$ cat src/hw/rtl/lphs_pkg.sv
// Shared constants, item types and queue entry type for the linear-probe hash set.
package lphs_pkg;

  localparam int TABLE_DEPTH = 1024;
  localparam int ADDR_W      = $clog2(TABLE_DEPTH);
  localparam int SIZE_W      = 11;
  localparam int KEY_BYTES   = 16;
  localparam int LEN_W       = 5;
  localparam int WORD_W      = 32;
  localparam int CNT_W       = 32;

  localparam bit KIND_INSERT = 1'b0;
  localparam bit KIND_SEARCH = 1'b1;

  typedef struct packed {
    logic              kind;
    logic [63:0]       key_low;
    logic [63:0]       key_high;
    logic [LEN_W-1:0]  key_length;
  } in_item_t;

  typedef struct packed {
    logic              ok;
    logic [SIZE_W-1:0] probe_count;
    logic [SIZE_W-1:0] stored_count;
    logic [CNT_W-1:0]  total_probes;
    logic [CNT_W-1:0]  hit_count;
    logic [CNT_W-1:0]  miss_count;
  } out_item_t;

  // Classified item handed from the front to the back.
  typedef struct packed {
    logic              kind;
    logic [63:0]       key_low;
    logic [63:0]       key_high;
    logic [LEN_W-1:0]  key_length;
    logic [ADDR_W-1:0] home;
  } q_item_t;

endpackage

$ cat src/hw/rtl/lphs_queue.sv
// Two-entry queue between front and back.
module lphs_queue (
  input  logic               clk,
  input  logic               rst_n,
  input  logic               push,
  output logic               full,
  input  lphs_pkg::q_item_t  wdata,
  input  logic               pop,
  output logic               empty,
  output lphs_pkg::q_item_t  rdata
);
  import lphs_pkg::*;

  q_item_t    ent_r [2];
  logic       wp_r, rp_r;
  logic [1:0] cnt_r;
  logic       do_push, do_pop;

  assign full    = (cnt_r == 2'd2);
  assign empty   = (cnt_r == 2'd0);
  assign do_push = push && !full;
  assign do_pop  = pop && !empty;
  assign rdata   = ent_r[rp_r];

  always_ff @(posedge clk) begin
    if (!rst_n) begin
      wp_r  <= 1'b0;
      rp_r  <= 1'b0;
      cnt_r <= '0;
    end else begin
      if (do_push) wp_r <= !wp_r;
      if (do_pop)  rp_r <= !rp_r;
      cnt_r <= cnt_r + {1'b0, do_push} - {1'b0, do_pop};
    end
    if (do_push) ent_r[wp_r] <= wdata;
  end

`ifndef SYNTHESIS
  a_cnt_max: assert property (@(posedge clk) disable iff (!rst_n)
    cnt_r <= 2'd2) else $error("queue overfilled");
  a_ptr_gap: assert property (@(posedge clk) disable iff (!rst_n)
    (cnt_r == 2'd1) |-> (wp_r != rp_r)) else $error("queue pointers out of step");
  a_ptr_eq: assert property (@(posedge clk) disable iff (!rst_n)
    (cnt_r != 2'd1) |-> (wp_r == rp_r)) else $error("queue pointers out of step");
`endif
endmodule

$ cat config.mk
export PLATFORM = sky130hd
export DESIGN_NAME = lphs_queue
export DESIGN_NICKNAME = d
export VERILOG_FILES = /design/src/hw/rtl/lphs_pkg.sv /design/src/hw/rtl/lphs_queue.sv
export SDC_FILE = /design/constraint.sdc
export NUM_CORES = 1
export LEC_CHECK = 0
export BUFFER_PORTS_ARGS = -buffer_cell sky130_fd_sc_hd__buf_2
export CELL_PAD_IN_SITES_DETAIL_PLACEMENT = 2
export CELL_PAD_IN_SITES_GLOBAL_PLACEMENT = 2
export CORE_ASPECT_RATIO = 1.25
export CORE_MARGIN = 4
export CORE_UTILIZATION = 41
export DETAILED_ROUTE_END_ITERATION = 8
export GPL_ROUTABILITY_DRIVEN = 0
export MAX_ROUTING_LAYER = met4
export PLACE_DENSITY = 0.82
export SLEW_MARGIN = 30
export SYNTH_ARGS = -nofsm -noshare
export SYNTH_HDL_FRONTEND = slang
export SYNTH_SLANG_ARGS = --single-unit
$ cat constraint.sdc
create_clock -name clk -period 15.15 [get_ports clk]
set_input_delay 1.515 -clock clk [delete_from_list [all_inputs] [get_ports clk]]
set_output_delay 1.515 -clock clk [all_outputs]
set_load 0.01 [all_outputs]
# Word-level counts from Yosys, hierarchy flattened
# Memories as Yosys holds them, arrays and structs flattened. A register that Yosys moved wholly into a read port is not among the register bits.
# Cells that the tools add are included.
# W data, S select, Z words.
[word_totals]
out_inout_bits = 146
mem_bits_rw = 288
inputBits = 148
mem_count = 1
reg_bits = 4
[op_classes]
muxes = 4
add_sub_neg = 2
n_eq_ne = 1
n_reduce_logical = 7
[mem_list]
columns = ["memory", "words", "width", "read_ports", "rd_ports_with_merged_regs", "wr", "line", "text"]
rows = [
  ["ent_r", 2, 144, 1, 1, 1, "lphs_queue.sv:14", "q_item_t ent_r [2];"],
]
[op_table]
columns = ["cell", "count"]
rows = [
  ["$logic_not A1 Y1", 4],
  ["$mux W1", 4],
  ["$add A2 B1 Y2", 1],
  ["$eq A2 B2 Y1 const B", 1],
  ["$logic_and A1 B1 Y1", 2],
  ["$logic_not A2 Y1", 1],
  ["$sub A2 B1 Y2", 1],
]

# Longest topological paths before layout
# Gate-level depths: netlist (run 1).
[depth]
depth_word = 5
mapped_depth = 8
ltp_nobuf = 8

# Worst setup path after synthesis (run 1)
# OpenSTA, ideal clock, no wires.
[synth_timing]
kind = "input to register"
start = "input port push"
end = "memory ent_r[0][0] (netlist name) (enable)"
path_stages = 2
arrival_time_ns = 7.588
path_buffers = 0
setup_slack_ns = 6.912
required_ns = 14.501
setup_time_ns = 0.649
cell_sequence = "nand2_1 -> nor2_1"
[synth_between]
elab_chain_cells = 3
[synth_rtl]
columns = ["item", "line", "text"]
rows = [
  ["from (decl)", "lphs_queue.sv:5", "input logic push,"],
  ["$logic_and A1 B1 Y1", "lphs_queue.sv:21", "assign do_push = push && !full;"],
  ["$mux W1", "lphs_queue.sv:35", "if (do_push) ent_r[wp_r] <= wdata;"],
  ["$mux W1 (implied by the code)", "lphs_queue.sv:35", ""],
  ["to (decl)", "lphs_queue.sv:14", ""],
]
# No other way between the ends.

==> impl_metrics.json, run 1 <==
{
  "run_status": "complete, no violations",
  "timing.hold.worst_path_depth": 2,
  "critical_path_depth": 4,
  "clock_sinks": 293,
  "timing.clock.skew_ps": 23.88,
  "worst-path-buf-inv": 3,
  "r2r.worst_path.cells": 3,
  "tritoncts": "done",
  "switching_power_mw": 0.6813,
  "maxSlewViolCount": 0,
  "timing.setup.critical_path_class": "reg -> out",
  "warnings_from_yosys": 0,
  "route.detailed.vias_per_inst": 4.762,
  "global_route.overflow_total": 0,
  "proportion_of_power_drawn_by_flip_flops_and_latches_pct": 45.1,
  "numCtsBuffers": 30,
  "yosys_register_bits": 293,
  "cts_hold_buffers": 0,
  "dominantRegCellSynth": "sky130_fd_sc_hd__edfxtp_1",
  "worst_setup_path_start_kind": "flop",
  "synth_enable_flop_cells": 288,
  "setup_repair_after_global_routing_missed_its_margin": "false",
  "p_per_area_nw_per_um2": 179.0,
  "count_of_buffers_added_by_post_cts_timing_repair_for_setup": 0,
  "nets": 940,
  "root_buffer": "sky130_fd_sc_hd__clkbuf_16",
  "i_o_pin_cnt": 294,
  "comb_power_share_pct": 26.1,
  "worst_rel_slew_slack_pct": 37.58,
  "layout_utilization_pct": 52.39,
  "detail_route.iter0.violations": 228,
  "synthTopCellsByCount": "288 x sky130_fd_sc_hd__edfxtp_1, 84 x sky130_fd_sc_hd__mux2_2, 60 x sky130_fd_sc_hd__mux2_4",
  "insertion_delay_ps": 550,
  "cp.arrival_ps": 3520,
  "min-delay-path-class": "reg -> reg",
  "path_cells": "buf_4 -> buf_4 -> mux2_2 -> buf_2",
  "grt_start_max_net_pins": 89,
  "grt_pass1_vias": 6586,
  "synth-seq-area-share_pct": 80.56,
  "post-route-drc-count": 0,
  "cts_max_level": 1,
  "syn_area_um2": 10860,
  "setup_viol_count_final": 0,
  "routed_length_per_placed_instance_um": 23.75,
  "final-hold-violation-count": 0,
  "path_delay_family": "buffers and inverters",
  "post_cts_resized": 0,
  "share_of_total_power_in_the_clock_network_pct": 28.8,
  "max_cap_violations": 0,
  "grt.total_usage_pct": 19.08,
  "cp_slowest_cell": "sky130_fd_sc_hd__buf_4",
  "first_pass_iters": 4,
  "synth_async_sr_flop_share_pct": 0,
  "post_synth_top_area_cell": "sky130_fd_sc_hd__edfxtp_1",
  "post-synth-top-area-fraction_pct": 79.64,
  "crit_path_max_fanout": 54,
  "detailroute.via_count": 5529,
  "synth_fp_nets": 625,
  "critical_path_required_ps": 13640,
  "initial_core_util_pct": 41.61,
  "crit_path_frequent_cell": "sky130_fd_sc_hd__buf_4",
  "vdd.ir_drop.worst_mv": 0.1091,
  "switching_share_pct": 27.84,
  "cellLeakagePower_nw": 5.208,
  "drive_above_1_share_pct": 59.78,
  "grt_first_pass_wirelength_um": 41080,
  "yosysMostFrequentCell": "sky130_fd_sc_hd__edfxtp_1",
  "post_synth_num_cell_types": 18,
  "synthesis.instances": 475,
  "timing.final.crit_period_ps": 5032,
  "critical-path-max-stage-delay_ps": 810,
  "end_kind": "output pin",
  "syn-mean-instance-area_um2": 22.86,
  "dp_hpwl_um": 19800,
  "timing.setup.tns_ps": 0,
  "antenna_violating_nets_post_route": 0,
  "grt_antenna_before_repair": 8,
  "finalCritPeriodShare_pct": 33.21,
  "placeableCoreArea_um2": 26100,
  "wirelength_routed_um": 27580,
  "die-area_um2": 29170,
  "timing_worst_slew_pin_value_ps": 936.3,
  "dieWidth_um": 153.6,
  "worst_setup_hold_path_clk_slew_ps": 60,
  "syn_to_final_growth_pct": 25.89,
  "clock.fmax_mhz": 198.7,
  "die_h_um": 190.0,
  "buffer_ports.inserted": 293,
  "ys_top_cells_by_area": "sky130_fd_sc_hd__edfxtp_1 80%, sky130_fd_sc_hd__mux2_2 8.7%, sky130_fd_sc_hd__mux2_4 8.3%",
  "floorplan.rows": 66,
  "internal-power_mw": 1.766,
  "ctsLongestPathBuffers": 3
}
through the flow:
| step | instances | total power, mW | setup WS (ps) | hold slack (ps) | area, um^2 |
|---|---|---|---|---|---|
| global placement | 1097 | 1.725 | 10750 | 501.7 | 12670 |
| floorplan | 475 | 1.532 | 6912 | 454.9 | 10860 |
| detailed placement | 1098 | 1.776 | 10610 | 529.1 | 12710 |
| global route | 1161 | 2.576 | 9909 | 605.9 | 13670 |
| CTS | 1153 | 2.493 | 10000 | 557.5 | 13650 |
| finish | 1161 | 2.447 | 10120 | 542.3 | 13670 |
cell type report:
type,count,area (um^2)
clock inverters,12,103.9
well taps,340,425.4
flip-flops and latches,293,8752
multi-input cells,163,1982
clock buffers,43,840.8
diodes,8,20.02
repair buffers,299,1535
fillers,2369,12420
inverters,3,11.26
per-layer routing:
metal  GRT usage (%)  part of all wire, %  vias to the layer above
li1                -                    -                     2527
met1           19.07                   34                     2757
met2           36.61                   57                      208
met3           5.939                  7.5                       37
met4           3.432                  1.6                        0
met5               -                    0                        -
cells in the final DEF, fill, tap and decap left out, types with 2 or more instances in the layout:
master,instances
sky130_fd_sc_hd__ha_1,2
sky130_fd_sc_hd__buf_2,293
sky130_fd_sc_hd__clkinv_1,5
sky130_fd_sc_hd__clkbuf_8,2
sky130_fd_sc_hd__inv_1,3
sky130_fd_sc_hd__nand2_1,2
sky130_fd_sc_hd__mux2_2,84
sky130_fd_sc_hd__nor2_1,4
sky130_fd_sc_hd__clkbuf_16,31
sky130_fd_sc_hd__and2_1,2
sky130_fd_sc_hd__clkinv_2,5
sky130_fd_sc_hd__bufinv_16,2
sky130_fd_sc_hd__clkbuf_1,10
sky130_fd_sc_hd__mux2_4,60
sky130_fd_sc_hd__dfxtp_1,4
sky130_fd_sc_hd__buf_4,4
sky130_fd_sc_hd__diode_2,8
sky130_fd_sc_hd__nand2b_1,2
sky130_fd_sc_hd__edfxtp_1,288
cells by family after synthesis:
kind of cell             synth area share [%]
flip-flops                              80.56
multiplexers                            17.10
buffers and inverters                   1.302
AND/OR/NAND/NOR                        0.5761
XOR/XNOR                               0.1613
adder cells (fa/ha/maj)                0.2304
AO/OA/AOI/OAI                         0.06916
flip-flops by register name, indices dropped and copies added (netlist names), named ones only:
signal / cells
ent_r: 288
wp_r: 1
cnt_r: 2
rp_r: 1
power groups by stage:
stage                     Combinational [mW]  Sequential (mW)  Clock, mW
after detailed placement               0.650             1.13          0
after global placement                 0.619             1.11          0
final                                  0.638             1.10      0.705
after global routing                   0.689             1.12      0.768
after floorplan                        0.422             1.11          0
after CTS                              0.655             1.11      0.728
worst reg2reg max path: cells and delay by family (launching register included):
kind,cells,cell delay (ps)
buf+inv,1,760
flops,1,380
simple gates,2,920
worst paths after layout:
check                           slack, ps       endpoint  startpoint
worst max register to register      12610  ent_r[1][127]    cnt_r[0]
worst max-delay path                10120      rdata[40]        flop
worst min register to register        540           flop        rp_r
worst min-delay path                  540           flop        rp_r
Power figures use the tool's default switching activity.
==> run 2: changes to the inputs <==
- CORE_UTILIZATION: 41 -> 35
- PLACE_DENSITY: 0.82 -> 0.74
- clock period: 15.15 -> 4.05 ns (I/O delays scaled with it)
==> run 2 against run 1 <==
- via count increased by 1.1%
- clock power rose to 3.5 times the previous value
- combinational power grew to 3.8 times the previous value
- global-route usage fell by 3.9 points
- register-to-register slack worse by 11000 ps
- die area is 16% higher
- hold slack worse by 500 ps
- final area rose by 0.71%
- flip-flop and latch count unchanged
- final cell count is 5.7% higher
- sequential power rose to 3.7 times the previous value
- largest power group unchanged
==> impl_metrics.json, run 2 (same netlist as run 1, synthesis figures left out) <==
{
  "worst_rel_slew_slack_pct": 58.72,
  "dp_hpwl_um": 18330,
  "finalCritPeriodShare_pct": 66.75,
  "ctsLongestPathBuffers": 3,
  "most_common_cell_after_layout_fill_and_taps_aside": "sky130_fd_sc_hd__buf_2",
  "antenna_violating_nets_post_route": 0,
  "cp_slowest_cell": "sky130_fd_sc_hd__dfxtp_4",
  "tritoncts": "done",
  "buffer_ports.inserted": 293,
  "vdd.ir_drop.worst_mv": 0.4188,
  "root_buffer": "sky130_fd_sc_hd__clkbuf_16",
  "route.layer.met1.wl_um": 9069,
  "cp.arrival_ps": 2300,
  "path_cells": "buf_12 -> mux2_2 -> buf_2",
  "route.detailed.vias_per_inst": 4.556,
  "end_kind": "output pin",
  "largestRegisters": "ent_r: 288 flops, cnt_r: 2 flops",
  "cellLeakagePower_nw": 5.225,
  "numCtsBuffers": 30,
  "post_placement_cell_area_um2": 12840,
  "timing.final.crit_period_ps": 2703,
  "i_o_pin_cnt": 294,
  "setup_repair_after_global_routing_missed_its_margin": "false",
  "critical_path_required_ps": 3640,
  "final_cells": 1227,
  "die_h_um": 204.9,
  "cells_after_dpl": 1163,
  "run_status": "complete, no violations",
  "final-hold-violation-count": 0,
  "regMostFlops": "ent_r",
  "wirelength_routed_um": 25920,
  "first_pass_iters": 4,
  "grt.total_usage_pct": 15.15,
  "count_of_buffers_added_by_post_cts_timing_repair_for_setup": 0,
  "drive_above_1_share_pct": 60.15,
  "timing.clock.skew_ps": 7.398,
  "die-area_um2": 33930,
  "top_layer": "met4",
  "maxSlewViolCount": 0,
  "placeableCoreArea_um2": 30380,
  "clock.fmax_mhz": 369.9,
  "cts_hold_buffers": 0,
  "nets": 945,
  "setup_viol_count_final": 0,
  "timing.setup.tns_ps": 0,
  "initial_core_util_pct": 35.74,
  "max_cap_violations": 0,
  "grt_first_pass_wirelength_um": 37820,
  "final_cell_mix": "293 x sky130_fd_sc_hd__buf_2, 288 x sky130_fd_sc_hd__edfxtp_1, 84 x sky130_fd_sc_hd__mux2_2",
  "post_cts_resized": 0,
  "detailroute.via_count": 5590,
  "timing_worst_slew_pin_value_ps": 619.2,
  "dieWidth_um": 165.5,
  "timing.setup.critical_path_class": "reg -> out",
  "syn_to_final_growth_pct": 26.79,
  "largest_register_ffs": 288,
  "post-route-drc-count": 0,
  "insertion_delay_ps": 540,
  "detail_route.iter0.violations": 233,
  "wl_met2_um": 14150,
  "min-delay-path-class": "in -> reg",
  "worst_setup_hold_path_clk_slew_ps": 60,
  "grt_start_max_net_pins": 75,
  "worst_setup_path_start_kind": "flop",
  "cts_max_level": 1,
  "stdcell_area_um2": 13770,
  "grt_antenna_before_repair": 7,
  "global_route.overflow_total": 0,
  "floorplan.rows": 71,
  "wl_met3_um": 2317,
  "p_per_area_nw_per_um2": 653.4,
  "crit_path_max_fanout": 74,
  "routed_length_per_placed_instance_um": 21.12,
  "grt_pass1_vias": 6327,
  "total_power_mw": 8.996,
  "critical-path-max-stage-delay_ps": 620,
  "clock_sinks": 293
}
run 2: final timing paths:
kind	from	to	slack (ps)	depth (start not counted)
hold / removal	wdata[13]	ent_r[1][13]	50	1
hold reg to reg	wp_r	wp_r	550	2
setup reg to reg	cnt_r[0]	ent_r[1][100]	2050	3
setup / recovery	flop	rdata[38]	1350	3
run 2: critical path: cells and delay by family (launching register included):
| family | cells | cell delay, ps |
|---|---|---|
| muxes | 1 | 430 |
| buffers and inverters | 2 | 560 |
| DFF | 1 | 620 |
run 2: cell type report:
class | count | area, um^2
Antenna cell | 8 | 20.02
Clock buffer | 35 | 790.8
Clock inverter | 20 | 91.34
Fill cell | 2901 | 16610
Inverter | 3 | 11.26
Multi-Input combinational cell | 163 | 1982
Sequential cell | 293 | 8752
Tap cell | 401 | 501.7
Timing Repair Buffer | 304 | 1619
run 2: power by group:
part / leakage, nW / total, mW / switching, mW / internal, mW
logic: 2.05 / 2.45 / 1.29 / 1.17
clock network: 0.442 / 2.47 / 1.08 / 1.38
registers: 2.73 / 4.08 / 0.168 / 3.91
run 2: layer usage:
layer,vias up,GRT usage (%)
met4,0,3.036
met2,212,27.66
li1,2543,-
met3,29,5.373
met1,2806,15.69
met5,-,-
run 2: per-stage QoR:
stage	hold WS (ps)	utilization [%]	setup slack, ps
floorplan	480.9	-	872.1
global placement	497.4	42.26	1838
detailed placement	534.7	42.26	1761
CTS	12.86	45.16	1310
global route	11.50	45.32	1235
finish	47.18	45.32	1347
==> run 3: changes to the inputs <==
- clock period: 4.05 -> 2.36 ns (I/O delays scaled with it)
==> run 3 against run 2 <==
- worst setup slack got worse by 1200 ps
- final area increased by 11%
- total power increased by 79%
- non-clock buffer count increased by 148
- final cell count increased by 11%
- wire length increased by 16%
- first-iteration DRC count increased by 6.0%
- sequential power increased by 71%
- global-route usage increased by 2.5 points
- hold slack improved by 32 ps
- clock skew increased by 4.2 ps
- sequential share of layout area decreased by 6.4 points
- critical endpoint is now rdata[81]
==> impl_metrics.json, run 3 (same netlist as run 1, synthesis figures left out) <==
{
  "maxSlewViolCount": 0,
  "largest_register_ffs": 288,
  "path_cells": "buf_12 -> mux2_2 -> buf_2",
  "setup_viol_count_final": 0,
  "route.detailed.vias_per_inst": 4.500,
  "final_cells": 1365,
  "cts_hold_buffers": 145,
  "die-area_um2": 33930,
  "fillers": 2815,
  "drive_above_1_share_pct": 52.28,
  "i_o_pin_cnt": 294,
  "p_per_area_nw_per_um2": 1052,
  "ctsLongestPathBuffers": 3,
  "worst_setup_hold_path_clk_slew_ps": 60,
  "root_buffer": "sky130_fd_sc_hd__clkbuf_16",
  "detailroute.via_count": 6143,
  "detail_route.iter0.violations": 247,
  "crit_path_max_fanout": 71,
  "syn_to_final_growth_pct": 40.89,
  "grt_pass1_vias": 7311,
  "post-route-drc-count": 0,
  "post_placement_cell_area_um2": 12910,
  "cts_max_level": 1,
  "dieWidth_um": 165.5,
  "diodes_inserted": 0,
  "first_pass_iters": 4,
  "critical-path-max-stage-delay_ps": 420,
  "register_area_um2": 8753,
  "placement.setup.worst_slack_ps": 682.2,
  "end_kind": "output pin",
  "stdcell_area_um2": 15300,
  "timing.clock.skew_ps": 11.61,
  "final_cell_mix": "293 x sky130_fd_sc_hd__buf_2, 288 x sky130_fd_sc_hd__edfxtp_1, 145 x sky130_fd_sc_hd__dlygate4sd3_1",
  "total_power_mw": 16.09,
  "path_delay_family": "buffers and inverters",
  "global_route.overflow_total": 0,
  "run_status": "complete, no violations",
  "grt.total_usage_pct": 17.70,
  "insertion_delay_ps": 530,
  "timing.final.crit_period_ps": 2196,
  "floorplan.rows": 71,
  "wirelength_routed_um": 29940,
  "die_h_um": 204.9,
  "largestRegisters": "ent_r: 288 flops, cnt_r: 2 flops",
  "setup_repair_after_global_routing_missed_its_margin": "false",
  "grt_start_max_net_pins": 74,
  "worst_rel_slew_slack_pct": 63.08,
  "grt_first_pass_wirelength_um": 44190,
  "numCtsBuffers": 29,
  "cellLeakagePower_nw": 5.871,
  "worst_setup_path_start_kind": "flop",
  "routed_length_per_placed_instance_um": 21.93,
  "multi_input_area_um2": 1997,
  "clock.fmax_mhz": 455.5,
  "count_of_buffers_added_by_post_cts_timing_repair_for_setup": 0,
  "min-delay-path-class": "in -> reg",
  "cp_slowest_cell": "sky130_fd_sc_hd__mux2_2",
  "buffer_ports.inserted": 293,
  "regMostFlops": "ent_r",
  "tritoncts": "done",
  "finalCritPeriodShare_pct": 93.03,
  "antenna_violating_nets_post_route": 0,
  "grt_antenna_before_repair": 0,
  "max_cap_violations": 0,
  "dp_hpwl_um": 18660,
  "final-hold-violation-count": 0,
  "post_cts_resized": 0,
  "setup_slack_ps": 164.4,
  "timing_worst_slew_pin_value_ps": 553.8,
  "initial_core_util_pct": 35.74,
  "cells_after_dpl": 1167,
  "critical_path_required_ps": 2120,
  "nets": 1092,
  "clock_sinks": 293,
  "placeableCoreArea_um2": 30380,
  "most_common_cell_after_layout_fill_and_taps_aside": "sky130_fd_sc_hd__buf_2",
  "layout_utilization_pct": 50.36,
  "cp.arrival_ps": 1960,
  "worst-path-buf-inv": 2,
  "vdd.ir_drop.worst_mv": 0.7211,
  "timing.setup.critical_path_class": "reg -> out"
}
run 3: metal layers:
metal | up-vias | global-route usage (%) | routed length, um
met5 | - | - | 0
met1 | 3074 | 17.70 | 10120
li1 | 2823 | - | -
met4 | 0 | 3.212 | 456
met2 | 211 | 34.59 | 17410
met3 | 35 | 4.287 | 1952
run 3: metrics by stage:
stage / TNS, ps / hold WS, ps
floorplan: -153460 / 334.9
global placement: 0 / 423.4
detailed placement: 0 / 427.7
CTS: 0 / 22.07
global route: 0 / 75.12
finish: 0 / 79.14
run 3: report_power, final:
group	leakage, nW	internal [mW]	switching (mW)
sequential	2.73	6.71	0.254
clock	0.462	2.63	1.92
combinational	2.68	2.18	2.39
run 3: cell type report:
cell class,count,share of cell area [%]
Multi-Input combinational cell,163,13.05
Tap cell,401,3.279
Timing Repair Buffer,452,20.25
Inverter,3,0.07360
Clock inverter,20,1.161
Clock buffer,33,4.972
Sequential cell,293,57.21
run 3: worst register-to-register path, cell delays in order (launching register included):
cell and delay (ps):
sky130_fd_sc_hd__dfxtp_2 360, sky130_fd_sc_hd__nand2b_4 160, sky130_fd_sc_hd__nand2_4 80, sky130_fd_sc_hd__nor2_4 350, sky130_fd_sc_hd__buf_12 340
run 3: worst paths after layout:
check	startpoint	endpoint	slack, ps	depth (start not counted)
setup / recovery	flop	rdata[81]	160	3
hold / removal	push	wp_r	80	3
setup reg to reg	cnt_r[0]	ent_r[0][94]	670	4
hold reg to reg	rp_r	rp_r	560	2
