## config.mk

```make
export PLATFORM = sky130hd
export DESIGN_NAME = lphs_front
export DESIGN_NICKNAME = d
export VERILOG_FILES = /design/src/hw/rtl/lphs_pkg.sv /design/src/hw/rtl/lphs_front.sv
export SDC_FILE = /design/constraint.sdc
export NUM_CORES = 1
export LEC_CHECK = 0
export BUFFER_PORTS_ARGS = -buffer_cell sky130_fd_sc_hd__buf_2
export CELL_PAD_IN_SITES_DETAIL_PLACEMENT = 0
export CELL_PAD_IN_SITES_GLOBAL_PLACEMENT = 1
export CORE_ASPECT_RATIO = 0.8
export CORE_MARGIN = 2
export CORE_UTILIZATION = 45
export CTS_CLUSTER_SIZE = 30
export DETAILED_ROUTE_END_ITERATION = 8
export PLACE_DENSITY = 0.9
export SLEW_MARGIN = 5
export SYNTH_ARGS = -nofsm -noshare
export SYNTH_HDL_FRONTEND = slang
export SYNTH_SLANG_ARGS = --single-unit
export TNS_END_PERCENT = 1
```

## constraint.sdc

```tcl
create_clock -name clk -period 8.55 [get_ports clk]
set_input_delay 0.855 -clock clk [delete_from_list [all_inputs] [get_ports clk]]
set_output_delay 0.855 -clock clk [all_outputs]
set_load 0.02 [all_outputs]
```

## src/hw/rtl/lphs_pkg.sv

```systemverilog
// Shared constants, item types and queue entry type for the linear-probe hash set.
package lphs_pkg;

  localparam int TABLE_DEPTH = 1024;
  localparam int ADDR_W      = $clog2(TABLE_DEPTH);
  localparam int SIZE_W      = 11;
  localparam int KEY_BYTES   = 16;
  localparam int LEN_W       = 5;
  localparam int WORD_W      = 32;
  localparam int CNT_W       = 32;

  localparam bit KIND_INSERT = 1'b0;
  localparam bit KIND_SEARCH = 1'b1;

  typedef struct packed {
    logic              kind;
    logic [63:0]       key_low;
    logic [63:0]       key_high;
    logic [LEN_W-1:0]  key_length;
  } in_item_t;

  typedef struct packed {
    logic              ok;
    logic [SIZE_W-1:0] probe_count;
    logic [SIZE_W-1:0] stored_count;
    logic [CNT_W-1:0]  total_probes;
    logic [CNT_W-1:0]  hit_count;
    logic [CNT_W-1:0]  miss_count;
  } out_item_t;

  // Classified item handed from the front to the back.
  typedef struct packed {
    logic              kind;
    logic [63:0]       key_low;
    logic [63:0]       key_high;
    logic [LEN_W-1:0]  key_length;
    logic [ADDR_W-1:0] home;
  } q_item_t;

endpackage

```

## src/hw/rtl/lphs_front.sv

```systemverilog
// Front end: accept item, mask key, hash and reduce modulo table size.
module lphs_front (
  input  logic                      clk,
  input  logic                      rst_n,
  input  logic                      in_push,
  output logic                      in_full,
  input  lphs_pkg::in_item_t        in_item,
  input  logic [lphs_pkg::SIZE_W-1:0] size,
  input  logic                      clr_busy,
  output logic                      q_push,
  input  logic                      q_full,
  output lphs_pkg::q_item_t         q_item
);
  import lphs_pkg::*;

  typedef enum logic [1:0] {F_IDLE, F_DIV, F_PUSH} fst_t;

  fst_t              st_r, st_nxt;
  logic              kind_r;
  logic [63:0]       lo_r;
  logic [63:0]       hi_r;
  logic [LEN_W-1:0]  len_r;
  logic [WORD_W-1:0] sum_r, sum_nxt;
  logic [SIZE_W-1:0] rem_r, rem_nxt;
  logic [4:0]        cnt_r, cnt_nxt;

  logic [LEN_W-1:0]        len_c;
  logic [8*KEY_BYTES-1:0]  key_c;
  logic [WORD_W-1:0]       hash_c;
  logic [SIZE_W:0]         trial;
  logic                    accept;

  assign accept  = in_push && !in_full;
  assign in_full = (st_r != F_IDLE) || clr_busy;

  always_comb begin
    len_c = in_item.key_length;
    if (len_c == '0) len_c = LEN_W'(1);
    if (len_c > LEN_W'(KEY_BYTES)) len_c = LEN_W'(KEY_BYTES);
    key_c = {in_item.key_high, in_item.key_low};
    for (int b = 0; b < KEY_BYTES; b++) begin
      if (LEN_W'(b) >= len_c) key_c[8*b +: 8] = 8'h00;
    end
    hash_c = key_c[31:0] + key_c[63:32] + key_c[95:64] + key_c[127:96];
  end

  // Restoring remainder, one dividend bit per cycle.
  always_comb begin
    trial   = {rem_r, sum_r[WORD_W-1]};
    if (trial >= {1'b0, size}) trial = trial - {1'b0, size};
    rem_nxt = trial[SIZE_W-1:0];
    sum_nxt = {sum_r[WORD_W-2:0], 1'b0};
    cnt_nxt = cnt_r + 5'd1;
  end

  always_comb begin
    st_nxt = st_r;
    case (st_r)
      F_IDLE: if (accept) st_nxt = F_DIV;
      F_DIV:  if (cnt_r == 5'd31) st_nxt = F_PUSH;
      F_PUSH: if (!q_full) st_nxt = F_IDLE;
      default: st_nxt = F_IDLE;
    endcase
  end

  always_ff @(posedge clk) begin
    if (!rst_n) begin
      st_r <= F_IDLE;
    end else begin
      st_r <= st_nxt;
    end
    case (st_r)
      F_IDLE: begin
        if (accept) begin
          kind_r <= in_item.kind;
          lo_r   <= key_c[63:0];
          hi_r   <= key_c[127:64];
          len_r  <= len_c;
          sum_r  <= hash_c;
          rem_r  <= '0;
          cnt_r  <= '0;
        end
      end
      F_DIV: begin
        sum_r <= sum_nxt;
        rem_r <= rem_nxt;
        cnt_r <= cnt_nxt;
      end
      default: ;
    endcase
  end

  assign q_push = (st_r == F_PUSH);
  assign q_item = '{kind: kind_r, key_low: lo_r, key_high: hi_r,
                    key_length: len_r, home: rem_r[ADDR_W-1:0]};

`ifndef SYNTHESIS
  a_home_in_range: assert property (@(posedge clk) disable iff (!rst_n)
    q_push |-> ({1'b0, rem_r} < {1'b0, size}))
    else $error("home slot outside table");
  a_div_len: assert property (@(posedge clk) disable iff (!rst_n)
    (st_r == F_IDLE && accept) |=> ##31 (st_r == F_DIV && cnt_r == 5'd31))
    else $error("remainder step count wrong");
  a_no_accept_busy: assert property (@(posedge clk) disable iff (!rst_n)
    clr_busy |-> !accept)
    else $error("item taken during table clear");
`endif
endmodule

```

Word level (Yosys, flattened, before mapping)
Cells that the tools add are included.
{"block": "op_classes", "n_reduce_logical": 10, "addsub": 5, "n_lt_le_gt_ge": 18, "n_eq_ne": 6, "n_mux": 29}
{"cell": "$mux W8", "count": 16}
{"cell": "$add A32 B32 Y32", "count": 3}
{"cell": "$pmux W32 S2", "count": 1}
{"cell": "$ge A4 B5 Y1 const A", "count": 8}
{"cell": "$mux W32", "count": 1}
{"cell": "$mux W11", "count": 2}
{"cell": "$pmux W11 S2", "count": 1}
{"cell": "$ge A3 B5 Y1 const A", "count": 4}
{"cell": "$mux W5", "count": 3}
{"cell": "$ge A12 B11 Y1", "count": 1}
{"cell": "$sub A11 B11 Y11", "count": 1}
{"cell": "$ge A1 B5 Y1 const A", "count": 2}
{"cell": "$ge A2 B5 Y1 const A", "count": 2}
{"cell": "$pmux W5 S2", "count": 1}
{"cell": "$mux W2", "count": 3}
{"cell": "$ne A2 B2 Y1 const B", "count": 3}
{"cell": "$pmux W2 S3", "count": 1}
{"cell": "$add A5 B1 Y5 const B", "count": 1}
{"cell": "$eq A5 B5 Y1 const B", "count": 1}
{"cell": "$gt A5 B5 Y1 const B", "count": 1}
{"cell": "$logic_not A5 Y1", "count": 1}
{"cell": "$reduce_and A2 Y1", "count": 2}
{"cell": "$reduce_bool A2 Y1", "count": 2}
{"cell": "$reduce_and A3 Y1", "count": 1}
{"cell": "other kinds (6)", "count": 6}
{"block": "totals", "register_bits": 184, "wordCells": 76, "in_bits": 150, "output_inout_bits": 146}

Logic depth before layout (Yosys ltp)
Gate-level depths: netlist (run 1).
{"block": "logic_depth", "word_depth": 11, "depth_mapped": 22, "ltp_nobuf": 21}

Least setup slack after synthesis (run 1)
OpenSTA, ideal clock, no wires.
{"block": "synth_timing", "kind": "input-to-reg", "startpoint": "input in_item[3] in the netlist's numbering", "endpoint": "register sum_r[30], data pin", "cell_stages": 18, "n_path_buf": 2, "t_required_ps": 8293, "setup_ps": 257, "slack_ps": 3033, "arrival_ps": 5260, "path_cell_list": "clkbuf_1 -> or2_2 -> nor2_1 -> a21boi_0 -> nor2b_1 -> fa_1 -> inv_1 -> fa_1 -> inv_1 -> ha_1 -> clkbuf_1 -> nand2_1 -> o21a_1 -> o21ai_0 -> o41ai_4 -> o311ai_0 -> mux2i_1 -> nand2_1"}
{"block": "synth_between", "elab_chain_cells": 11, "word_cells_on_any_way": 41, "classes_between": "add/sub (3); order compare (17); mux (20); reduce/logical (1)"}
{"element": "start, declared", "line_no": "lphs_front.sv:7", "source": "input lphs_pkg::in_item_t in_item,"}
{"element": "$logic_not A5 Y1", "line_no": "lphs_front.sv:38", "source": "if (len_c == '0) len_c = LEN_W'(1);"}
{"element": "$mux W5 *", "line_no": "lphs_front.sv:38"}
{"element": "$gt A5 B5 Y1", "line_no": "lphs_front.sv:39", "source": "if (len_c > LEN_W'(KEY_BYTES)) len_c = LEN_W'(KEY_BYTES);"}
{"element": "$mux W5 *", "line_no": "lphs_front.sv:39"}
{"element": "$ge A2 B5 Y1 *", "line_no": "lphs_front.sv:42", "source": "if (LEN_W'(b) >= len_c) key_c[8*b +: 8] = 8'h00;"}
{"element": "$mux W8 *", "line_no": "lphs_front.sv:42"}
{"element": "named net key_c[17]", "line_no": "lphs_front.sv:28", "source": "logic [8*KEY_BYTES-1:0] key_c;"}
{"element": "$add A32 B32 Y32 * (3 in series)", "line_no": "lphs_front.sv:44", "source": "hash_c = key_c[31:0] + key_c[63:32] + key_c[95:64] + key_c[127:96];"}
{"element": "$mux W32 *", "line_no": "lphs_front.sv:74", "source": "if (accept) begin"}
{"element": "$pmux W32 S2 *", "line_no": "lphs_front.sv:72", "source": "case (st_r)"}
{"element": "end signal, assigned", "line_no": "lphs_front.sv:79", "source": "sum_r <= hash_c;"}
{"element": "end signal, assigned", "line_no": "lphs_front.sv:85", "source": "sum_r <= sum_nxt;"}
{"element": "end, declared", "line_no": "lphs_front.sv:23", "source": "logic [WORD_W-1:0] sum_r, sum_nxt;"}
The timed path passes the listed nets; every way through them passes the cells marked *. The select of a mux whose other input is x is not followed.
A chain may end at the register's enable or synchronous reset.

Worst setup path after layout (run 1)
{"block": "layout_timing", "startpoint": "input in_item[4] in the netlist's numbering", "endpoint": "register sum_r[29], data pin"}
Same word-level chain as after synthesis.

==> impl_summary.log, run 1 <==
INFO  metric synth-main-ff-cell = sky130_fd_sc_hd__edfxtp_1
INFO  metric hp-start = sum_r[12]$_DFFE_PP_
INFO  metric rsz0062_at_grt = false
INFO  metric globalRouteTotalUtil = 0.198
INFO  metric r2r-start = sum_r[31]$_DFFE_PP_
INFO  metric post_synth_num_cell_types = 59
INFO  metric final.setup_skew = ~0.0087 ns
INFO  metric postCtsHoldBufs = 0
INFO  metric placement_rows = 50
INFO  metric via_per_inst = between 4 and 5
INFO  metric fin_cells = 1578
INFO  metric drt_iter0_drc = 520
INFO  metric hold_viol = 0
INFO  metric synth_sequential_area_ratio = 0.505
INFO  metric worstReg2RegEnd = rem_r[3]$_SDFFCE_PN0P_
INFO  metric worstSkewPairLatency = 0.43 ns
INFO  metric numClockSinks = around 180
INFO  metric relSlewSlack = 0.207
INFO  metric leakage = 6.10 nW
INFO  metric worst_ir_drop_vdd = 0.000113 V
INFO  metric finalSetupViolations = 0
INFO  metric maxClockFrequency = 0.171 GHz
INFO  metric postSynthRegisterBits = 184
INFO  metric cts_max_path_buffers = 2
INFO  metric count_of_mapped_cells_out_of_synthesis = 973
INFO  metric numCtsBuffers = 17
INFO  metric grt_overflow_total = 0
INFO  metric placed_cells = 1547
INFO  metric worst_hold_path.num_cells = 2
INFO  metric async_reset_ff_frac = 0
INFO  metric critical_path.startpoint_type = input pin
INFO  metric type_of_the_tightest_min_delay_check = reg -> reg
INFO  metric synthTopCellsByArea = sky130_fd_sc_hd__edfxtp_1 50%, sky130_fd_sc_hd__fa_1 12%, sky130_fd_sc_hd__inv_1 5.6%
INFO  metric fp.dieArea = 25500 sq um
INFO  metric p_sw_frac = 0.333
INFO  metric p_int = slightly below 2 mW
INFO  metric switching_power = about 0.98 mW
INFO  metric num_io_pins = 296
INFO  metric via_count_of_the_first_global_routing_pass = 7730
INFO  metric synth.top_cell.area_share = 0.501
INFO  metric critPathMaxFanout = 20
INFO  metric die_w = 178 um
INFO  metric clock_pin_slew_of_the_registers_on_the_worst_case_setup_and_hold_paths = approximately 0.070 ns
INFO  metric floorplan.core_area = 23600 sq um
INFO  metric drive_gt1_frac = 0.270
INFO  metric timing_worst_slew_pin_value = 1.19 ns
INFO  metric timing.setup.tns = 0 ns
INFO  metric routed_wire_length_per_instance = about 16 um
INFO  metric min_period_over_period = 0.686
INFO  metric critPathArrivalTime = 6.11 ns
INFO  metric critical_path_class = in -> reg
INFO  metric die_height = 143 um
INFO  metric initial_core_util = 0.462
INFO  metric final_antenna_net_count = 0
INFO  metric synthesized_area = 10900 sq um
INFO  metric period_needed = between 5 and 6 ns
INFO  metric power-per-cell-area = 224 nW/um^2
INFO  metric rr_worst_depth = 11
INFO  metric finish.instance_area = 13200 sq um
INFO  metric maxCapViolations = 0
INFO  metric cts_repair_resize_count = 0
INFO  metric clk_root_buffer_cell = sky130_fd_sc_hd__clkbuf_16
INFO  metric end_kind = flop
INFO  metric share_comb_of_total_power = 0.345
INFO  metric tritoncts_clock_tree = built
INFO  metric grt_antenna_before_repair = 4
INFO  metric drt_first_pass_iters = 5
INFO  metric dp.final_hpwl = 19.0 mm
INFO  metric post-cts-setup-buffers = 0
INFO  metric r2r_setup_slack = 5.10 ns
INFO  metric power.clock.fraction = 0.263
INFO  metric synth_enable_flop_cells = roughly 180
INFO  metric synth_fp_nets = 1230
INFO  metric route.vias.total = 7752
INFO  metric hold_path_end = sum_r[13]$_DFFE_PP_
INFO  metric synth_top_area_cell = sky130_fd_sc_hd__edfxtp_1
INFO  metric htree_depth = 4
INFO  metric run_status = completed
INFO  metric grt_start_max_net_pins = 69
INFO  metric postSynthAreaPerCell = 11.2 sq um
INFO  metric port_buffers = a little under 300
INFO  metric layout-area-overhead-vs-synth = 20.9%
INFO  metric grt_pass1_wl = 38.6 mm
INFO  metric max_slew_violations = 0
INFO  metric total_number_of_yosys_warnings = 0
INFO  metric placement.cell_area = 12600 sq um
INFO  metric route.detailed.drc = 0
INFO  metric layout.filler_cells = a little over 2000
INFO  metric seq_power_share = 0.392
INFO  metric crit_path_required_time = 8.80 ns
INFO  metric gpl.final_weighted_congestion = 0.874
INFO  metric routed_wirelength = 25.0 mm
INFO  metric fin_nets = roughly 1500
critical path, cell delays in order:
cell and delay, ns:
sky130_fd_sc_hd__buf_2 0.22, sky130_fd_sc_hd__or2_2 0.44, sky130_fd_sc_hd__nor2_1 0.63, sky130_fd_sc_hd__a21boi_0 0.31
sky130_fd_sc_hd__buf_4 0.23, sky130_fd_sc_hd__nor2b_1 0.09, sky130_fd_sc_hd__fa_1 0.49, sky130_fd_sc_hd__inv_1 0.05
sky130_fd_sc_hd__fa_1 0.50, sky130_fd_sc_hd__inv_1 0.04, sky130_fd_sc_hd__ha_1 0.37, sky130_fd_sc_hd__a21oi_1 0.24
sky130_fd_sc_hd__o21ai_0 0.15, sky130_fd_sc_hd__a221oi_1 0.40, sky130_fd_sc_hd__nand2_1 0.16, sky130_fd_sc_hd__o21ai_1 0.31
sky130_fd_sc_hd__a311oi_1 0.18, sky130_fd_sc_hd__o21a_1 0.22, sky130_fd_sc_hd__o31ai_1 0.22
metal layers:
layer,up-vias,share of wire,track usage
met5,-,0.00088,0
met4,4,0.014,0.0539
met3,24,0.071,0.0519
met2,258,0.46,0.316
met1,3659,0.46,0.267
li1,3807,-,-
cell families (layout without fill, tap and decap cells):
| logic type | count (synthesis) | in the layout | share of synthesized area |
|---|---|---|---|
| xor gates and xnor gates | 32 | 32 | 0.0257 |
| DFF | 184 | 184 | 0.505 |
| AOI/OAI and AO/OA | 154 | 154 | 0.0917 |
| buffers and inverters | 202 | 494 | 0.0745 |
| adders and majority gates | 107 | 107 | 0.166 |
| muxes | 1 | 1 | 0.000918 |
| other | 0 | 1 | 0 |
| and+or+nand+nor | 293 | 293 | 0.136 |
worst max-delay path by stage:
stage | start | end | slack, ns | cells after the start
2_1_floorplan | in_item[3] | sum_r[30]$_DFFE_PP_ | 3.03 | 18
3_3_place_gp | in_item[4] | sum_r[31]$_DFFE_PP_ | 2.30 | 19
3_5_place_dp | in_item[4] | sum_r[30]$_DFFE_PP_ | 2.26 | 17
4_1_cts | in_item[4] | sum_r[29]$_DFFE_PP_ | 2.66 | 19
5_1_grt | in_item[4] | sum_r[29]$_DFFE_PP_ | 2.22 | 19
6_report | in_item[4] | sum_r[29]$_DFFE_PP_ | 2.69 | 19
area by class of cell:
cell class | instances | area, sq um | area share
multi-input cells | 587 | 4590 | 0.348
well taps | 312 | 390 | 0.0296
clock inverters | 13 | 131 | 0.00996
diodes | 1 | 2.50 | 0.000190
repair buffers | 301 | 1520 | 0.115
flip-flops and latches | 184 | 5510 | 0.418
clock buffers | 17 | 425 | 0.0323
inverters | 163 | 617 | 0.0468
sequential cells by signal (all words and copies together), names as in the netlist:
name,flops
kind_r,1
len_r,5
hi_r,64
rem_r,11
sum_r,32
lo_r,64
st_r,2
cnt_r,5
per-stage QoR:
step	utilization	power, mW	setup WS, ns	hold slack, ns
floorplan	-	1.95	3.03	0.484
global placement	0.535	2.17	2.30	0.504
detailed placement	0.535	2.19	2.26	0.502
CTS	0.559	2.98	2.66	0.526
global route	0.559	3.14	2.22	0.549
finish	0.559	2.95	2.69	0.526
placed cells by master, fill, tap and decap left out, types with 3 or more instances in the layout:
cell | netlist | routed
sky130_fd_sc_hd__clkinv_1 | 0 | 3
sky130_fd_sc_hd__or3_1 | 6 | 6
sky130_fd_sc_hd__fa_1 | 63 | 63
sky130_fd_sc_hd__edfxtp_1 | 182 | 182
sky130_fd_sc_hd__o211ai_1 | 4 | 4
sky130_fd_sc_hd__nand2_1 | 79 | 78
sky130_fd_sc_hd__a31oi_1 | 6 | 6
sky130_fd_sc_hd__o21a_1 | 6 | 6
sky130_fd_sc_hd__nand2b_1 | 10 | 9
sky130_fd_sc_hd__nand4_1 | 4 | 4
sky130_fd_sc_hd__nand3_1 | 14 | 14
sky130_fd_sc_hd__a21oi_1 | 55 | 55
sky130_fd_sc_hd__and2_1 | 23 | 23
sky130_fd_sc_hd__nor3_1 | 7 | 7
sky130_fd_sc_hd__nand3b_1 | 3 | 3
sky130_fd_sc_hd__a211oi_1 | 5 | 5
sky130_fd_sc_hd__nor2_1 | 56 | 56
sky130_fd_sc_hd__clkbuf_16 | 0 | 17
sky130_fd_sc_hd__nor2b_1 | 81 | 80
sky130_fd_sc_hd__xor2_1 | 16 | 16
sky130_fd_sc_hd__xnor2_1 | 16 | 16
sky130_fd_sc_hd__a21boi_0 | 3 | 3
sky130_fd_sc_hd__inv_1 | 163 | 162
sky130_fd_sc_hd__buf_2 | 1 | 295
sky130_fd_sc_hd__ha_1 | 44 | 44
sky130_fd_sc_hd__buf_4 | 12 | 6
sky130_fd_sc_hd__a21o_1 | 14 | 14
sky130_fd_sc_hd__and3_1 | 3 | 3
sky130_fd_sc_hd__o21ai_0 | 33 | 33
sky130_fd_sc_hd__inv_6 | 0 | 3
sky130_fd_sc_hd__a211o_1 | 3 | 3
power by group through the flow:
stage	clock network (mW)	registers [mW]	logic (mW)
floorplan	0	1.21	0.737
global placement	0	1.17	0.997
detailed placement	0	1.18	1.02
CTS	0.794	1.16	1.02
global route	0.822	1.17	1.16
finish	0.777	1.16	1.02
synth_stat cells (all sizes together), types with 7 or more instances:
cell and n:
o21ai 35, nand2b 10, nand3 14, ha 44, a21o 14, nor2 57, nor3 7, clkbuf 25
and2 23, a21oi 57, nand2 79, inv 163, edfxtp 182, fa 63, xor2 16, buf 14
xnor2 16, nor2b 81
Power figures use the tool's default switching activity.
==> run 2: changes to the inputs <==
Settings changed: CORE_UTILIZATION 45 to 37, PLACE_DENSITY 0.9 to 0.8.
Clock period 8.55 ns to 4.75 ns, I/O delays scaled along.
==> run 2 against run 1 <==
  * Hold slack lost 0.30 ns
  * Global-route usage shrank 2.2 points
  * Design area grew 6.5%
  * Total power grew 91%
  * Combinational power grew 110%
  * Cell count grew 9.6%
  * Register-to-register slack lost 3.0 ns
  * Non-clock buffer count grew 85
  * Critical path depth grew 1
  * Setup slack lost 2.4 ns
==> impl_summary.log, run 2 (same netlist as run 1, synthesis figures left out) <==
INFO  metric fin_nets = about 1600
INFO  metric critPathTopFamily = adder cells
INFO  metric leakage = 6.55 nW
INFO  metric port_buffers = just under 300
INFO  metric htree_depth = 4
INFO  metric critical_path_class = in -> reg
INFO  metric final.setup_skew = 0.00651 ns
INFO  metric type_of_the_tightest_min_delay_check = in -> reg
INFO  metric met1_usage = 0.236
INFO  metric num_io_pins = around 300
INFO  metric max_slew_violations = 0
INFO  metric layout-area-overhead-vs-synth = 28.8%
INFO  metric drive_gt1_frac = 0.328
INFO  metric rsz0062_at_grt = true
INFO  metric grt_overflow_total = 0
INFO  metric placement_rows = 56
INFO  metric run_status = completed
INFO  metric grt_antenna_before_repair = 1
INFO  metric globalRouteTotalUtil = 0.175
INFO  metric die_w = 196 um
INFO  metric power-per-cell-area = 401 nW/um^2
INFO  metric r2r-start = sum_r[31]$_DFFE_PP_
INFO  metric dp.final_hpwl = 20.4 mm
INFO  metric finish.instance_area = 14000 sq um
INFO  metric timing_worst_slew_pin_value = 1.21 ns
INFO  metric worstReg2RegEnd = rem_r[3]$_SDFFCE_PN0P_
INFO  metric critPathArrivalTime = 4.79 ns
INFO  metric maxCapViolations = 0
INFO  metric drt_first_pass_iters = 5
INFO  metric clk_root_buffer_cell = sky130_fd_sc_hd__clkbuf_16
INFO  metric hold-worst-slack = 0.222 ns
INFO  metric critical_path.max_stage_delay = 0.54 ns
INFO  metric tritoncts_clock_tree = built
INFO  metric mostFrequentLayoutCell = sky130_fd_sc_hd__buf_2
INFO  metric critPathMaxFanout = 8
INFO  metric worstSkewPairLatency = between 0.4 and 0.5 ns
INFO  metric grt_pass1_wl = 42.1 mm
INFO  metric final_antenna_net_count = 0
INFO  metric route.detailed.drc = 0
INFO  metric via_count_of_the_first_global_routing_pass = 8244
INFO  metric relSlewSlack = 0.189
INFO  metric top_regs = hi_r x64, lo_r x64, sum_r x32
INFO  metric most-common-layout-cells = 295 x sky130_fd_sc_hd__buf_2, 182 x sky130_fd_sc_hd__edfxtp_1, 162 x sky130_fd_sc_hd__inv_1, 87 x sky130_fd_sc_hd__buf_4, 80 x sky130_fd_sc_hd__nor2b_1
INFO  metric grt_start_max_net_pins = 91
INFO  metric critPathBufInv = 6
INFO  metric period_needed = 4.51 ns
INFO  metric hold_viol = 0
INFO  metric drt_iter0_drc = ~390
INFO  metric placed_cells = between 1500 and 2000
INFO  metric post-place-ws = -0.314 ns
INFO  metric globalRouteMet2Util = 0.278
INFO  metric timing.critical_path.depth = 20
INFO  metric cts_max_path_buffers = 2
INFO  metric slowest_stage = sky130_fd_sc_hd__fa_1
INFO  metric crit_chain = buf_2 > or2_2 > nand2b_1 > buf_12 > and2_1 > fa_1 > inv_1 > fa_1 > inv_1 > ha_1 > buf_4 > nand3_1 > nand2_1 > o21ai_1 > buf_4 > a21oi_2 > o41ai_4 > o21bai_2 > a2111o_1 > o211ai_1
INFO  metric num_antenna_cells = 0
INFO  metric placement.cell_area = ~13000 sq um
INFO  metric initial_core_util = 0.374
INFO  metric end_kind = flop
INFO  metric route.vias.total = 7958
INFO  metric finalSetupViolations = 0
INFO  metric numCtsBuffers = 17
INFO  metric clock_pin_slew_of_the_registers_on_the_worst_case_setup_and_hold_paths = 0.07 ns
INFO  metric numClockSinks = 184
INFO  metric die_height = 158 um
INFO  metric min_period_over_period = 0.949
INFO  metric maxClockFrequency = between 0.2 and 0.25 GHz
INFO  metric gpl.final_weighted_congestion = roughly 0.83
INFO  metric fin_cells = roughly 1700
INFO  metric grt.busiest_layer = met2
INFO  metric routed_wirelength = 26.4 mm
INFO  metric timing.final.ws_setup = ~0.24 ns
INFO  metric r2r_setup_slack = 2.10 ns
INFO  metric critical_path.startpoint_type = input pin
INFO  metric cp-startpoint = in_item[3]
INFO  metric via_per_inst = 4.60
INFO  metric fp.dieArea = a little over 30000 sq um
INFO  metric globalRouteMet3Util = 0.0531
INFO  metric floorplan.core_area = 29100 sq um
INFO  metric report.power.total = 5.63 mW
INFO  metric worst_setup_path_endpoint = sum_r[28]$_DFFE_PP_
INFO  metric crit_path_required_time = 5.03 ns
INFO  metric routed_wire_length_per_instance = 15.3 um
INFO  metric rr_worst_depth = 11
INFO  metric worst_ir_drop_vdd = 0.000247 V
## run 2: cell types whose count changed in the layout (fill, tap and decap cells not counted), moves of 2 or more
cell,before,now
sky130_fd_sc_hd__a21oi_1,55,53
sky130_fd_sc_hd__ha_1,44,42
sky130_fd_sc_hd__nor3_2,0,2
sky130_fd_sc_hd__buf_12,0,3
sky130_fd_sc_hd__clkinv_4,2,4
sky130_fd_sc_hd__nor3_1,7,5
sky130_fd_sc_hd__ha_4,0,2
sky130_fd_sc_hd__buf_4,6,87
## run 2: where the power goes
group | switching (mW) | internal (mW)
registers | 0.0518 | 2.03
clock network | 0.668 | 0.725
logic | 1.16 | 0.991
total | 1.88 | 3.75
## run 2: worst reg2reg max path, cell delays in order (launching register included)
cell	delay [ns]
sky130_fd_sc_hd__edfxtp_1	0.44
sky130_fd_sc_hd__inv_1	0.07
sky130_fd_sc_hd__ha_1	0.21
sky130_fd_sc_hd__fa_1	0.41
sky130_fd_sc_hd__nor2b_1	0.12
sky130_fd_sc_hd__o21ai_0	0.11
sky130_fd_sc_hd__nand3b_1	0.11
sky130_fd_sc_hd__a21oi_1	0.07
sky130_fd_sc_hd__o221ai_1	0.20
sky130_fd_sc_hd__inv_1	0.18
sky130_fd_sc_hd__or3_1	0.40
sky130_fd_sc_hd__a21oi_1	0.16
## run 2: what timing repair did
action / 4_1_cts / 5_1_grt
resized for setup: 0 / 10
hold buffers: 0 / 0
setup buffers: 0 / 2
setup endpoints to repair: 0 / 13
## run 2: layer usage
| metal | vias to the layer above | share of wire |
|---|---|---|
| li1 | 3965 | - |
| met1 | 3747 | 0.47 |
| met2 | 224 | 0.44 |
| met3 | 20 | 0.072 |
| met4 | 2 | 0.013 |
| met5 | - | 0.00042 |
## run 2: area by class of cell
cell class | instances | area, sq um
inverters | 163 | 617
multi-input cells | 587 | 4700
fillers | 2763 | 15100
flip-flops and latches | 184 | 5510
clock buffers | 17 | 425
repair buffers | 386 | 2200
well taps | 377 | 472
clock inverters | 15 | 130
## run 2: how the worst min path moves through the flow
| stage | from | endpoint | slack, ns | cells after the start |
|---|---|---|---|---|
| final | in_item[133] | kind_r$_DFFE_PP_ | 0.22 | 1 |
| after global routing | in_item[133] | kind_r$_DFFE_PP_ | 0.20 | 1 |
| after CTS | in_item[133] | kind_r$_DFFE_PP_ | 0.20 | 1 |
| after detailed placement | sum_r[3]$_DFFE_PP_ | sum_r[4]$_DFFE_PP_ | 0.52 | 2 |
| after global placement | sum_r[0]$_SDFFCE_PP0P_ | sum_r[1]$_DFFE_PP_ | 0.50 | 2 |
| after floorplan | sum_r[12]$_DFFE_PP_ | sum_r[13]$_DFFE_PP_ | 0.48 | 2 |
## run 2: stage by stage
step                TNS (ns)   util
floorplan            -0.0938      -
global placement       -2.74  0.461
detailed placement     -3.51  0.461
CTS                        0  0.480
global route         -0.0220  0.482
finish                     0  0.482
==> run 3: changes to the inputs <==
Settings changed: REMOVE_ABC_BUFFERS set to 1.
==> run 3 against run 2 <==
  * Total power is 2.4% lower
  * First-iteration DRC count is 13% lower
  * Core utilization is 0.48 points lower
  * Register-to-register slack better by 0.10 ns
  * Design area is 1.0% lower
  * Routed wire length is 0.96% higher
  * Count of clock-buffer cells in the layout is 4 higher
  * Hold slack better by 0.0026 ns
  * Clock power is 6% lower
  * Non-clock buffer count is 7 lower
  * Sequential share of layout area is 0.40 points higher
  * Setup slack worse by 0.0038 ns
  * Largest cell class unchanged
  * Largest power group unchanged
==> impl_summary.log, run 3 (same netlist as run 1, synthesis figures left out) <==
INFO  metric max_slew_violations = 0
INFO  metric crit_path_required_time = ~4.9 ns
INFO  metric period_needed = 4.51 ns
INFO  metric min_period_over_period = 0.950
INFO  metric placement_rows = 56
INFO  metric maxClockFrequency = 0.222 GHz
INFO  metric power-per-cell-area = slightly below 400 nW/um^2
INFO  metric placement.cell_area = 13300 sq um
INFO  metric rsz0062_at_grt = true
INFO  metric most-common-layout-cells = 295 x sky130_fd_sc_hd__buf_2, 182 x sky130_fd_sc_hd__edfxtp_1, 162 x sky130_fd_sc_hd__inv_1, 82 x sky130_fd_sc_hd__buf_4, 80 x sky130_fd_sc_hd__nor2b_1
INFO  metric clock_pin_slew_of_the_registers_on_the_worst_case_setup_and_hold_paths = 0.07 ns
INFO  metric critPathMaxFanout = 6
INFO  metric rr_worst_depth = 9
INFO  metric slowest_stage = sky130_fd_sc_hd__fa_1
INFO  metric routed_wire_length_per_instance = around 15 um
INFO  metric timing_worst_slew_pin_value = 1.11 ns
INFO  metric final_antenna_net_count = 0
INFO  metric hp-start = in_item[133]
INFO  metric worstReg2RegEnd = rem_r[7]$_SDFFCE_PN0P_
INFO  metric critPathTopFamily = adder cells
INFO  metric crit_chain = buf_2 > or2_2 > buf_4 > nor2_1 > a21boi_1 > buf_4 > nor2b_1 > fa_1 > inv_1 > fa_1 > inv_1 > ha_2 > nand4_1 > nor2_1 > o21ai_0 > a21oi_2 > o41ai_4 > buf_4 > o311ai_2 > buf_4 > mux2i_1 > nand2_1
INFO  metric critical_path.max_stage_delay = 0.50 ns
INFO  metric drt_iter0_drc = 341
INFO  metric finish.instance_area = between 10000 and 15000 sq um
INFO  metric r2r_setup_slack = 2.20 ns
INFO  metric clk_root_buffer_cell = sky130_fd_sc_hd__clkbuf_16
INFO  metric hold_viol = 0
INFO  metric final.setup_skew = 0.00864 ns
INFO  metric critical_path_class = in -> reg
INFO  metric top_regs = hi_r x64, lo_r x64, sum_r x32
INFO  metric critPathArrivalTime = 4.69 ns
INFO  metric critical-path-top-cell-by-count = sky130_fd_sc_hd__buf_4
INFO  metric fin_nets = 1589
INFO  metric numClockSinks = 184
INFO  metric initial_core_util = 0.374
INFO  metric cts_max_path_buffers = 2
INFO  metric leakage = 6.47 nW
INFO  metric grt_overflow_total = 0
INFO  metric tritoncts_clock_tree = built
INFO  metric globalRouteTotalUtil = 0.172
INFO  metric relSlewSlack = 0.259
INFO  metric r2r-start = rem_r[0]$_SDFFCE_PN0P_
INFO  metric layout-area-overhead-vs-synth = 27.6%
INFO  metric maxCapViolations = 0
INFO  metric port_buffers = between 200 and 300
INFO  metric route.vias.total = 7990
INFO  metric mostFrequentLayoutCell = sky130_fd_sc_hd__buf_2
INFO  metric worst_ir_drop_vdd = between 0.0002 and 0.00025 V
INFO  metric layout.filler_cells = about 2800
INFO  metric via_count_of_the_first_global_routing_pass = approximately 8000
INFO  metric postCtsHoldBufs = 0
INFO  metric fp.dieArea = 30900 sq um
INFO  metric grt_pass1_wl = just over 40 mm
INFO  metric finalSetupViolations = 0
INFO  metric worst_hold_path.num_cells = 1
INFO  metric run_status = completed
INFO  metric via_per_inst = around 4.6
INFO  metric critPathBufInv = 7
INFO  metric end_kind = flop
INFO  metric gpl.final_weighted_congestion = 0.819
INFO  metric critical_path.startpoint_type = input pin
INFO  metric num_io_pins = 296
INFO  metric fin_cells = 1724
INFO  metric placed_cells = 1689
INFO  metric routed_wirelength = 26.7 mm
INFO  metric htree_depth = 4
INFO  metric type_of_the_tightest_min_delay_check = in -> reg
INFO  metric floorplan.core_area = between 20000 and 30000 sq um
INFO  metric die_height = between 150 and 200 um
INFO  metric numCtsBuffers = 17
INFO  metric dp.final_hpwl = 20.3 mm
INFO  metric grt_start_max_net_pins = 113
INFO  metric hold_path_end = kind_r$_DFFE_PP_
INFO  metric drive_gt1_frac = 0.319
INFO  metric grt_antenna_before_repair = 3
INFO  metric drt_first_pass_iters = 5
INFO  metric worstSkewPairLatency = 0.43 ns
INFO  metric route.detailed.drc = 0
INFO  metric die_w = 196 um
## run 3: cell count changes in the layout (fill, tap and decap cells not counted), moves of 2 or more
cell / delta
sky130_fd_sc_hd__buf_4: -5
sky130_fd_sc_hd__clkbuf_1: +4
sky130_fd_sc_hd__clkinv_4: -3
sky130_fd_sc_hd__clkinvlp_4: +3
sky130_fd_sc_hd__diode_2: +2
sky130_fd_sc_hd__ha_4: -2
sky130_fd_sc_hd__o311ai_0: -2
## run 3: worst max path at each step
stage          slack [ns]  cells after the start             endpoint  startpoint
2_1_floorplan       -0.20                     17  sum_r[31]$_DFFE_PP_  in_item[3]
3_3_place_gp        -0.38                     22  sum_r[30]$_DFFE_PP_  in_item[4]
3_5_place_dp        -0.40                     22  sum_r[30]$_DFFE_PP_  in_item[4]
4_1_cts              0.02                     22  sum_r[30]$_DFFE_PP_  in_item[4]
5_1_grt            -0.009                     23  sum_r[28]$_DFFE_PP_  in_item[1]
6_report             0.24                     22  sum_r[30]$_DFFE_PP_  in_item[4]
## run 3: routing by layer
metal	up-vias	track usage	routed length, um
met1	3783	0.230	12300
li1	3963	-	-
met4	0	0.0422	346
met2	223	0.279	12200
met5	-	0	0
met3	21	0.0478	1820
## run 3: worst register-to-register path, cell delays in order, from the launching register on
cell	delay, ns
sky130_fd_sc_hd__edfxtp_1	0.50
sky130_fd_sc_hd__ha_1	0.34
sky130_fd_sc_hd__nor2b_1	0.13
sky130_fd_sc_hd__o21ai_0	0.21
sky130_fd_sc_hd__a21boi_0	0.16
sky130_fd_sc_hd__o21ai_0	0.27
sky130_fd_sc_hd__a21oi_1	0.16
sky130_fd_sc_hd__or3_1	0.35
sky130_fd_sc_hd__nand3_1	0.08
sky130_fd_sc_hd__a21oi_1	0.07
## run 3: per-stage QoR
step | setup WS (ns) | power [mW] | util | setup TNS, ns | hold slack (ns)
2_1_floorplan | -0.203 | 3.48 | - | -0.709 | 0.484
3_3_place_gp | -0.380 | 4.16 | 0.457 | -1.99 | 0.495
3_5_place_dp | -0.403 | 4.20 | 0.457 | -3.08 | 0.505
4_1_cts | 0.0231 | 5.52 | 0.474 | 0 | 0.199
5_1_grt | -0.00890 | 5.88 | 0.477 | -0.00890 | 0.196
6_report | 0.239 | 5.49 | 0.477 | 0 | 0.225
## run 3: cell type report
class	count	area [sq um]	share of cell area
flip-flops and latches	184	5510	0.396
multi-input cells	587	4660	0.335
repair buffers	379	2130	0.153
inverters	163	617	0.0444
well taps	377	472	0.0339
clock buffers	21	440	0.0317
clock inverters	11	76.3	0.00549
diodes	2	5.00	0.000360
## run 3: report_power, final
part	internal, mW	total [mW]	switching [mW]
clock	0.669	1.30	0.630
combinational	0.956	2.11	1.16
sequential	2.03	2.08	0.0480
total	3.66	5.49	1.83
## run 3: what timing repair did
action                                  CTS  global route
endpoints found under the setup margin    0             8
setup buffers                             0             1
resized for setup                         0            14
